### config.mk
export PLATFORM = sky130hd
export DESIGN_NAME = rtu_frame_gap_delimiter_unit
export DESIGN_NICKNAME = d
export VERILOG_FILES = /design/src/sv/rtufgd_pkg.sv /design/src/sv/rtufgd_frame_ctrl.sv /design/src/sv/rtu_frame_gap_delimiter_unit.sv
export SDC_FILE = /design/constraint.sdc
export NUM_CORES = 1
export LEC_CHECK = 0
export BUFFER_PORTS_ARGS = -buffer_cell sky130_fd_sc_hd__buf_2
export CAP_MARGIN = 20
export CORE_UTILIZATION = 35
export DETAILED_ROUTE_END_ITERATION = 10
export RECOVER_POWER = 25
export SKIP_CTS_REPAIR_TIMING = 1
export SYNTH_ARGS = -nofsm -noshare
export SYNTH_HDL_FRONTEND = slang
export SYNTH_HIERARCHICAL = 1
export SYNTH_SLANG_ARGS = --single-unit
### constraint.sdc
create_clock -name clk -period 5.4 [get_ports clk]
set_input_delay 1.08 -clock clk [delete_from_list [all_inputs] [get_ports clk]]
set_output_delay 1.08 -clock clk [all_outputs]
set_load 0.02 [all_outputs]
### src/sv/rtufgd_pkg.sv
`timescale 1ns / 1ps
// Shared types and constants for the RTU frame gap delimiter.
// Used by rtufgd_frame_ctrl, the top level and the checker; depends on nothing.
package rtufgd_pkg;

  // Field widths of the transactions and registers
  localparam int unsigned REQ_W        = 2;
  localparam int unsigned BYTE_W       = 8;
  localparam int unsigned EVENT_W      = 3;
  localparam int unsigned COUNT_W      = 9;
  localparam int unsigned SILENCE_W    = 16;
  localparam int unsigned REPLY_W      = 24;
  localparam int unsigned CFG_INDEX_W  = 1;
  localparam int unsigned CFG_DATA_W   = 24;

  // Input transaction kinds
  localparam logic [REQ_W-1:0] REQ_BYTE = 2'd0;
  localparam logic [REQ_W-1:0] REQ_TICK = 2'd1;
  localparam logic [REQ_W-1:0] REQ_SENT = 2'd2;

  // Result event codes
  localparam logic [EVENT_W-1:0] EV_BYTE      = 3'd0;
  localparam logic [EVENT_W-1:0] EV_COMPLETE  = 3'd1;
  localparam logic [EVENT_W-1:0] EV_SHORT     = 3'd2;
  localparam logic [EVENT_W-1:0] EV_OVERFLOW  = 3'd3;
  localparam logic [EVENT_W-1:0] EV_TIMEOUT   = 3'd4;

  // Configuration register indexes
  localparam logic [CFG_INDEX_W-1:0] CFG_GAP_LIMIT      = 1'd0;
  localparam logic [CFG_INDEX_W-1:0] CFG_RESPONSE_LIMIT = 1'd1;

  // Register reset values: 3.5 characters of silence, 100 ms reply window
  localparam logic [SILENCE_W-1:0] GAP_LIMIT_RESET      = 16'd365;
  localparam logic [REPLY_W-1:0]   RESPONSE_LIMIT_RESET = 24'd100000;

  // One result of the frame controller
  typedef struct packed {
    logic                 valid;
    logic [EVENT_W-1:0]   event_code;
    logic [COUNT_W-1:0]   count;
    logic [BYTE_W-1:0]    data;
  } result_t;

endpackage

### src/sv/rtufgd_frame_ctrl.sv
`timescale 1ns / 1ps
// Frame state and counters of the RTU frame gap delimiter.
// Depends on rtufgd_pkg for codes, widths and the result struct.
module rtufgd_frame_ctrl #(
  parameter int unsigned FRAME_LIMIT = 384,
  parameter int unsigned MIN_FRAME   = 4
) (
  input  logic                               clk,
  input  logic                               rst,
  input  logic                               step,
  input  logic [rtufgd_pkg::REQ_W-1:0]       req_type,
  input  logic [rtufgd_pkg::BYTE_W-1:0]      rx_byte,
  input  logic [rtufgd_pkg::SILENCE_W-1:0]   gap_limit,
  input  logic [rtufgd_pkg::REPLY_W-1:0]     response_limit,
  output rtufgd_pkg::result_t                result
);

  localparam int unsigned BCW = $clog2(FRAME_LIMIT + 1);
  localparam logic [BCW-1:0] LAST_IDX = BCW'(FRAME_LIMIT - 1);
  localparam logic [BCW-1:0] MIN_CNT  = BCW'(MIN_FRAME);

  logic                               in_frame, in_frame_next;
  logic [BCW-1:0]                     byte_count, byte_count_next;
  logic [rtufgd_pkg::SILENCE_W-1:0]   silence_ticks, silence_ticks_next;
  logic                               awaiting_reply, awaiting_reply_next;
  logic [rtufgd_pkg::REPLY_W-1:0]     reply_ticks, reply_ticks_next;

  logic [BCW-1:0]                     cur_count;
  logic [rtufgd_pkg::SILENCE_W-1:0]   silence_inc;
  logic [rtufgd_pkg::REPLY_W-1:0]     reply_inc;

  // A byte outside a frame starts counting from zero
  assign cur_count = in_frame ? byte_count : '0;

  // Saturating advances of the two timers on a tick
  assign silence_inc = (in_frame && silence_ticks != '1) ? silence_ticks + 1'b1
                                                         : silence_ticks;
  assign reply_inc   = (awaiting_reply && reply_ticks != '1) ? reply_ticks + 1'b1
                                                             : reply_ticks;

  // Next state and result for the transaction on the input
  always_comb begin
    in_frame_next       = in_frame;
    byte_count_next     = byte_count;
    silence_ticks_next  = silence_ticks;
    awaiting_reply_next = awaiting_reply;
    reply_ticks_next    = reply_ticks;
    result              = '0;
    case (req_type)
      rtufgd_pkg::REQ_BYTE: begin
        silence_ticks_next = '0;
        result.valid       = 1'b1;
        result.data        = rx_byte;
        if (cur_count == LAST_IDX) begin
          // The frame is full: close it with an overflow
          in_frame_next       = 1'b0;
          byte_count_next     = '0;
          awaiting_reply_next = 1'b0;
          result.event_code   = rtufgd_pkg::EV_OVERFLOW;
          result.count        = rtufgd_pkg::COUNT_W'(BCW'(FRAME_LIMIT));
        end else begin
          in_frame_next     = 1'b1;
          byte_count_next   = cur_count + 1'b1;
          result.event_code = rtufgd_pkg::EV_BYTE;
          result.count      = rtufgd_pkg::COUNT_W'(cur_count);
        end
      end
      rtufgd_pkg::REQ_TICK: begin
        silence_ticks_next = silence_inc;
        reply_ticks_next   = reply_inc;
        if (in_frame && silence_inc > gap_limit) begin
          // Silence long enough: the frame has ended
          in_frame_next       = 1'b0;
          byte_count_next     = '0;
          awaiting_reply_next = 1'b0;
          result.valid        = 1'b1;
          result.event_code   = (byte_count >= MIN_CNT) ? rtufgd_pkg::EV_COMPLETE
                                                        : rtufgd_pkg::EV_SHORT;
          result.count        = rtufgd_pkg::COUNT_W'(byte_count);
        end else if (awaiting_reply && reply_inc > response_limit) begin
          // No reply in time: abandon any partial frame
          in_frame_next       = 1'b0;
          byte_count_next     = '0;
          awaiting_reply_next = 1'b0;
          result.valid        = 1'b1;
          result.event_code   = rtufgd_pkg::EV_TIMEOUT;
          result.count        = rtufgd_pkg::COUNT_W'(cur_count);
        end
      end
      rtufgd_pkg::REQ_SENT: begin
        awaiting_reply_next = 1'b1;
        reply_ticks_next    = '0;
      end
      default: begin
      end
    endcase
  end

  // Control state, updated once per accepted transaction
  always_ff @(posedge clk) begin
    if (rst) begin
      in_frame       <= 1'b0;
      byte_count     <= '0;
      silence_ticks  <= '0;
      awaiting_reply <= 1'b0;
      reply_ticks    <= '0;
    end else if (step) begin
      in_frame       <= in_frame_next;
      byte_count     <= byte_count_next;
      silence_ticks  <= silence_ticks_next;
      awaiting_reply <= awaiting_reply_next;
      reply_ticks    <= reply_ticks_next;
    end
  end

endmodule

### src/sv/rtu_frame_gap_delimiter_unit.sv
`timescale 1ns / 1ps
// Top level of the RTU frame gap delimiter: configuration, handshakes, result register.
// Depends on rtufgd_pkg and rtufgd_frame_ctrl.
//
// Receive-side framing for an RTU master. Each input transaction is a
// received byte, a one-microsecond tick or a "request sent" event, chosen by
// req_type. A byte yields a result with its index in the frame (or an
// overflow at the frame limit); a tick may yield a frame end (complete or
// too short) or a response timeout; other transactions yield nothing.
// Both channels use valid/ready. A transaction is handled in the cycle it
// is accepted and its result appears on the output in the cycle after,
// and one transaction is taken every cycle while the output is not stalled.
// The single output register sets the pace: in_ready is high while that
// register is empty or being drained, so a stalled receiver holds back the
// input only while a result is waiting.
// Registers are written through cfg_we/cfg_index/cfg_data without a wait.
// Reset clears the frame state and timers, empties the output register and
// restores the gap and response limits to their defaults.
module rtu_frame_gap_delimiter_unit #(
  parameter int unsigned FRAME_LIMIT = 384,
  parameter int unsigned MIN_FRAME   = 4
) (
  input  logic                                 clk,
  input  logic                                 rst,
  input  logic                                 cfg_we,
  input  logic [rtufgd_pkg::CFG_INDEX_W-1:0]   cfg_index,
  input  logic [rtufgd_pkg::CFG_DATA_W-1:0]    cfg_data,
  input  logic                                 in_valid,
  output logic                                 in_ready,
  input  logic [rtufgd_pkg::REQ_W-1:0]         req_type,
  input  logic [rtufgd_pkg::BYTE_W-1:0]        rx_byte,
  output logic                                 out_valid,
  input  logic                                 out_ready,
  output logic [rtufgd_pkg::EVENT_W-1:0]       event_res,
  output logic [rtufgd_pkg::COUNT_W-1:0]       count,
  output logic [rtufgd_pkg::BYTE_W-1:0]        out_byte
);

  logic [rtufgd_pkg::SILENCE_W-1:0] gap_limit;
  logic [rtufgd_pkg::REPLY_W-1:0]   response_limit;
  logic                             step;
  rtufgd_pkg::result_t              result;

  // Configuration registers
  always_ff @(posedge clk) begin
    if (rst) begin
      gap_limit      <= rtufgd_pkg::GAP_LIMIT_RESET;
      response_limit <= rtufgd_pkg::RESPONSE_LIMIT_RESET;
    end else if (cfg_we) begin
      case (cfg_index)
        rtufgd_pkg::CFG_GAP_LIMIT:
          gap_limit <= cfg_data[rtufgd_pkg::SILENCE_W-1:0];
        rtufgd_pkg::CFG_RESPONSE_LIMIT:
          response_limit <= cfg_data[rtufgd_pkg::REPLY_W-1:0];
        default: begin
        end
      endcase
    end
  end

  // Input is taken whenever the result register is free or draining
  assign in_ready = !out_valid || out_ready;
  assign step     = in_valid && in_ready;

  rtufgd_frame_ctrl #(
    .FRAME_LIMIT (FRAME_LIMIT),
    .MIN_FRAME   (MIN_FRAME)
  ) u_frame_ctrl (
    .clk            (clk),
    .rst            (rst),
    .step           (step),
    .req_type       (req_type),
    .rx_byte        (rx_byte),
    .gap_limit      (gap_limit),
    .response_limit (response_limit),
    .result         (result)
  );

  // Result register valid flag
  always_ff @(posedge clk) begin
    if (rst) begin
      out_valid <= 1'b0;
    end else if (step) begin
      out_valid <= result.valid;
    end else if (out_ready) begin
      out_valid <= 1'b0;
    end
  end

  // Result register payload
  always_ff @(posedge clk) begin
    if (step && result.valid) begin
      event_res <= result.event_code;
      count     <= result.count;
      out_byte  <= result.data;
    end
  end

endmodule

# ---- After elaboration in Yosys (flattened, before gate mapping)
# Cells that the tools add are included.
dict set report word_totals {
  reg_bits 112
  in_bits 40
  out_inout_bits 22
  elab_cells 66
}
dict set report classes {
  addsub 3
  magnitude_cmp 3
  eq_ne 7
  mux 22
  bitwise_logic 1
  n_reduce_logical 19
}
# cell n
set op_table {}
lappend op_table {{24-bit case mux with 2 select lines} 1}
lappend op_table {{9-bit two-way mux} 4}
lappend op_table {{16-bit case mux with 2 select lines} 1}
lappend op_table {{13-bit two-way mux} 2}
lappend op_table {{13-bit case mux with 2 select lines} 1}
lappend op_table {{24-bit by 1-bit adder with 24-bit output, second input constant} 1}
lappend op_table {{24-bit > comparator} 1}
lappend op_table {{24-bit two-way mux} 1}
lappend op_table {{24-bit != test, second input constant} 1}
lappend op_table {{9-bit case mux with 2 select lines} 1}
lappend op_table {{16-bit by 1-bit adder with 16-bit output, second input constant} 1}
lappend op_table {{16-bit > comparator} 1}
lappend op_table {{16-bit two-way mux} 1}
lappend op_table {{16-bit != test, second input constant} 1}
lappend op_table {{11-bit two-way mux} 1}
lappend op_table {{9-bit by 1-bit adder with 9-bit output, second input constant} 1}
lappend op_table {{9-bit == test, second input constant} 1}
lappend op_table {{9-bit by 3-bit greater-or-equal comparator with 1-bit output, second input constant} 1}
lappend op_table {{2-bit AND reduction} 4}
lappend op_table {{1-bit logical AND} 6}
lappend op_table {{1-bit two-way mux} 6}
lappend op_table {{2-bit nonzero test} 3}
lappend op_table {{4-bit AND reduction} 1}
lappend op_table {{3-bit by 1-bit != test with 1-bit output, second input constant} 1}
lappend op_table {{other kinds (12)} 12}

# ---- Longest topological paths before layout
dict set report depth {
  ltp_word 9
  depth_mapped 18
  mapped_depth_nobuf 16
}

# ---- By module
# Netlist, hierarchy kept.
# mod n_inst cells_per_inst area_per_inst_um2 seq_area_each_um2
set by_module_without_submodules {}
lappend by_module_without_submodules {rtufgd_frame_ctrl 1 616 4634.4 1021.0}
lappend by_module_without_submodules {rtu_frame_gap_delimiter_unit 1 195 2352.3 1421.4}

# ---- Worst setup path after synthesis
# Ideal clock, no wire load.
dict set report synth_path {
  path_type {flip-flop to flip-flop}
  startpoint {register u_frame_ctrl/silence_ticks[3] in the netlist's numbering}
  endpoint {register count[0] in the netlist's numbering (enable)}
  setup_ns 0.399
  arrival_ns 4.227
  required_ns 5.001
  path_slack_ns 0.774
  stages_incl_launch_ff 17
  path_buffers 2
  period_less_slack_ns 4.626
  cell_sequence {dfxtp_1 -> clkbuf_1 -> nand3_1 -> or4_4 -> o211ai_2 -> or2_2 -> clkbuf_2 -> nor2_1 -> xor2_1 -> ha_1 -> nand4_1 -> a2111o_1 -> a311oi_1 -> o21ai_0 -> nand2_1 -> nand2_1 -> nor2b_1}
}
# item line_no
set synth_rtl {}
lappend synth_rtl {{start, declared} rtufgd_frame_ctrl.sv:24} ;# logic [rtufgd_pkg::SILENCE_W-1:0] silence_ticks, silence_ticks_next;
lappend synth_rtl {{start signal, assigned} rtufgd_frame_ctrl.sv:110} ;# silence_ticks <= silence_ticks_next;
lappend synth_rtl {{end signal, assigned} rtu_frame_gap_delimiter_unit.sv:94} ;# count <= result.count;
lappend synth_rtl {{end, declared} rtu_frame_gap_delimiter_unit.sv:35} ;# output logic [rtufgd_pkg::COUNT_W-1:0] count,

# ---- Worst setup path in the final report
dict set report layout_path {
  startpoint {register u_frame_ctrl/silence_ticks[4] in the netlist's numbering}
  endpoint {register u_frame_ctrl.byte_count[4]}
}
dict set report layout_via {
  elab_chain_cells 7
  word_cells_on_any_way 10
  cone_classes {add/sub: 1; order compare: 1; eq/ne: 2; mux: 3; reduce/logical: 3}
}
# item line_no
set layout_lines {}
lappend layout_lines {{parallel branches: the longest is 2 deep, another holds 16-bit by 1-bit adder with 16-bit output} --}
lappend layout_lines {{16-bit two-way mux (*)} rtufgd_frame_ctrl.sv:36} ;# assign silence_inc = (in_frame && silence_ticks != '1) ? silence_ticks + 1'b1
lappend layout_lines {{16-bit > comparator (*)} rtufgd_frame_ctrl.sv:71} ;# if (in_frame && silence_inc > gap_limit) begin
lappend layout_lines {{1-bit logical AND (*)} rtufgd_frame_ctrl.sv:71}
lappend layout_lines {{3-bit by 1-bit != test with 1-bit output (no source line) / 9-bit two-way mux (equally long branches)} --}
lappend layout_lines {{3-bit AND reduction (no source line) / 9-bit case mux with 2 select lines (equally long branches)} --}
lappend layout_lines {{end signal, assigned} rtufgd_frame_ctrl.sv:109} ;# byte_count <= byte_count_next;
lappend layout_lines {{end, declared} rtufgd_frame_ctrl.sv:23} ;# logic [BCW-1:0] byte_count, byte_count_next;
# Every way passes the cells marked *.
# A chain may end at the register's enable or synchronous reset.

==> results.json <==
{
  "critical_path.max_fanout": 10,
  "crit_path_end_kind": "flop",
  "cpPeakStageDelay_ns": 0.59,
  "finalInstanceArea_sq_um": 7620,
  "syn-instance-count": 811,
  "areaGrowthSynthToFinish_pct": 9.08,
  "hp-class": "reg -> reg",
  "clock_sinks": 112,
  "ff2ff_setup_slack_ns": 0.65,
  "synth-main-ff-cell": "dfxtp_1",
  "final_net_count": 923,
  "num-fill-cells": 2055,
  "worst_slew_margin_rel_pct": -150,
  "io_buffers": 61,
  "max_freq_mhz": 211,
  "drv_cap": 1,
  "worst_pin_slew_ns": 3.74,
  "crit_chain": "nand4_1 -> or4_4 -> nor4b_4 -> nand4_1 -> xnor2_1 -> ha_1 -> nand4_1 -> a2111o_1 -> a311oi_1 -> nor2b_1 -> a21oi_2 -> a311oi_1",
  "report.final.slew_viol_count": 90,
  "cts_made_buffers": 9,
  "grt_pass1_wl_mm": 26.9,
  "crit_cells": 12,
  "num_vias": 5758,
  "io_pins": 62,
  "cpMostUsedCell": "nand4_1",
  "totalWireLength_mm": 16.2,
  "avgRoutedWirePerCell_um": 14.7,
  "core_area_sq_um": 19500,
  "die_w_um": 143,
  "grt_setup_unrepaired": "no",
  "outcome": "complete, but fails checks",
  "overflow": 0,
  "drc_errors": 0,
  "required_ns": 5.47,
  "routed_via_density": 5.20,
  "yosysWarnings": 6,
  "crit_family": "simple AND/OR/NAND/NOR gates",
  "route.antenna.remaining_nets": 0,
  "finalHoldViolations": 0,
  "rows": 51,
  "hold_ws_ns": 0.457,
  "tns_ns": 0,
  "whs_path_depth": 2,
  "drtIter0Drc": 396,
  "dieArea_sq_um": 20500,
  "cts.root.buffer_cell": "clkbuf_16",
  "postSynthRegisterBits": 112,
  "path_clk_slew_ns": 0.08,
  "synth-seq-area-share_pct": 35.0,
  "synth-edff-count": 20,
  "grt_max_degree": 90,
  "setup_viol": 0,
  "drive_above_1_share_pct": 11.0,
  "grt_use_total_pct": 16.7,
  "antenna_cells": 0,
  "cts_tree": "done",
  "placed_area_sq_um": 7350,
  "clk_latency_ns": 0.36,
  "crit_type": "reg -> reg",
  "cp_slowest_cell": "or4_4",
  "gp_congestion": 0.826,
  "crit_arrival_ns": 4.82,
  "dieHeight_um": 143,
  "avgSynthCellArea_sq_um": 8.61,
  "min_period_ns": 4.75,
  "finalCoreUtilization_pct": 39.0,
  "start_util_pct": 35.8,
  "dr.pass1.iters": 6,
  "powerDensity_nw_per_um2": 227,
  "htree_levels": 3,
  "async_flop_share_pct": 0,
  "max-vdd-ir-drop_mv": 0.168,
  "synth.distinct_cells": 82,
  "grt_pass1_vias": 5360,
  "syn_area_sq_um": 6990,
  "antenna_found_initial": 0,
  "hpwl_mm": 11.7,
  "cp_num_buf_inv": 0,
  "multiInputGateArea_sq_um": 4030,
  "start_kind": "flop",
  "fin_crit_sh_pct": 88.0,
  "finClkSkew_ns": 0.00658,
  "failed_checks": "max-capacitance violations, max-slew violations",
  "p_leak_nw": 2.94,
  "clockBufferDepth": 2,
  "seqCellArea_sq_um": 2440,
  "reg2regPathDepth": 12,
  "syn_nets": 897
}
sequential cells by signal (all words and copies together), names as in the netlist, 3 cells and up:
signal,count
gap_limit,16
u_frame_ctrl/byte_count,9
event_res,3
response_limit,24
u_frame_ctrl/silence_ticks,16
u_frame_ctrl/reply_ticks,24
out_byte,8
count,9
power by group:
group | internal [mW] | switching [mW] | total, mW
Sequential | 0.868 | 0.0116 | 0.880
Combinational | 0.0607 | 0.104 | 0.165
Clock | 0.348 | 0.339 | 0.687
Total | 1.28 | 0.455 | 1.73
stage by stage:
step                      std cells  power (mW)  worst slack (ns)
after floorplan                 811        1.02             0.774
after global placement         1091        1.06             0.826
after detailed placement       1091        1.06             0.806
after CTS                      1107        1.76             0.777
after global routing           1107        1.81             0.314
final                          1107        1.73             0.650
cells by family after synthesis:
family | Yosys count | synth area share, %
AND/OR/NAND/NOR | 293 | 23.4
multiplexers | 21 | 3.04
buffers and inverters | 105 | 7.36
XOR/XNOR | 38 | 4.76
AO/OA/AOI/OAI | 196 | 18.2
flip-flops | 112 | 35.0
adder cells (fa/ha/maj) | 46 | 8.24
cell usage in the layout (no fill, tap or decap), types with 4 or more instances in the layout:
| cell type | n |
|---|---|
| dfxtp_1 | 92 |
| a21oi_1 | 62 |
| nand2_1 | 61 |
| inv_1 | 54 |
| nor2_1 | 48 |
| ha_1 | 46 |
| o21ai_0 | 41 |
| buf_2 | 39 |
| nand3_1 | 37 |
| nand2b_1 | 26 |
| xnor2_1 | 24 |
| clkbuf_1 | 23 |
| edfxtp_1 | 20 |
| nand4_1 | 20 |
| mux2i_1 | 19 |
| nor3_1 | 15 |
| a31oi_1 | 15 |
| xor2_1 | 14 |
| a21bo_2 | 12 |
| and3_1 | 12 |
| nor2b_1 | 11 |
| or3_1 | 11 |
| and2_1 | 10 |
| a211oi_1 | 10 |
| clkbuf_16 | 9 |
| and2_0 | 7 |
| o31ai_1 | 6 |
| a211o_1 | 5 |
| o211ai_1 | 5 |
| nand4bb_1 | 4 |
| inv_6 | 4 |
| buf_4 | 4 |
| a41oi_1 | 4 |
| nor4_1 | 4 |
| o21a_1 | 4 |
| o32ai_1 | 4 |
| a32o_1 | 4 |
area by class of cell:
type / count / share of cell area (%)
Inverter: 54 / 2.66
Clock buffer: 9 / 2.96
Tap cell: 265 / 4.35
Multi-Input combinational cell: 594 / 52.9
Sequential cell: 112 / 32.0
Timing Repair Buffer: 66 / 4.09
Clock inverter: 7 / 1.02
final timing paths:
path,startpoint,end
setup reg to reg,u_frame_ctrl/silence_ticks[4],u_frame_ctrl/byte_count[4]
setup / recovery,u_frame_ctrl/silence_ticks[4],u_frame_ctrl/byte_count[4]
hold reg to reg,u_frame_ctrl/byte_count[1],u_frame_ctrl/byte_count[1]
hold / removal,u_frame_ctrl/byte_count[1],u_frame_ctrl/byte_count[1]
Yosys cell counts (5+ instances only):
| cell type | number | area [sq um] |
|---|---|---|
| nor3_1 | 15 | 75.1 |
| nand4_1 | 20 | 125 |
| a31oi_1 | 15 | 93.8 |
| mux2i_1 | 19 | 190 |
| nand2_1 | 61 | 229 |
| o21ai_0 | 41 | 205 |
| inv_1 | 54 | 203 |
| o211ai_1 | 5 | 37.5 |
| o31ai_1 | 6 | 45.0 |
| buf_4 | 7 | 52.6 |
| ha_1 | 46 | 576 |
| a21bo_2 | 12 | 120 |
| buf_2 | 10 | 50.1 |
| edfxtp_1 | 20 | 601 |
| or3_1 | 11 | 68.8 |
| and2_1 | 17 | 106 |
| nor2b_1 | 11 | 68.8 |
| nor2_1 | 48 | 180 |
| buf_6 | 5 | 56.3 |
| clkbuf_1 | 23 | 86.3 |
| dfxtp_1 | 92 | 1840 |
| a211oi_1 | 10 | 75.1 |
| and3_1 | 12 | 75.1 |
| a211o_1 | 5 | 43.8 |
| a21oi_1 | 62 | 310 |
| xor2_1 | 14 | 123 |
| xnor2_1 | 24 | 210 |
| nand2b_1 | 26 | 163 |
| nand3_1 | 37 | 185 |
tightest hold or removal path: stages, from the launching register on:
cell and delay (ns):
dfxtp_1 0.31, nand2_1 0.05, o21ai_0 0.05
metal layers:
layer	GRT usage (%)	up-vias	wire length, um
met4	4.98	0	268
li1	-	2946	-
met1	21.9	2656	7970
met2	27.4	136	7320
met5	0	-	0
met3	3.62	20	679
(Power assumes the default switching activity.)
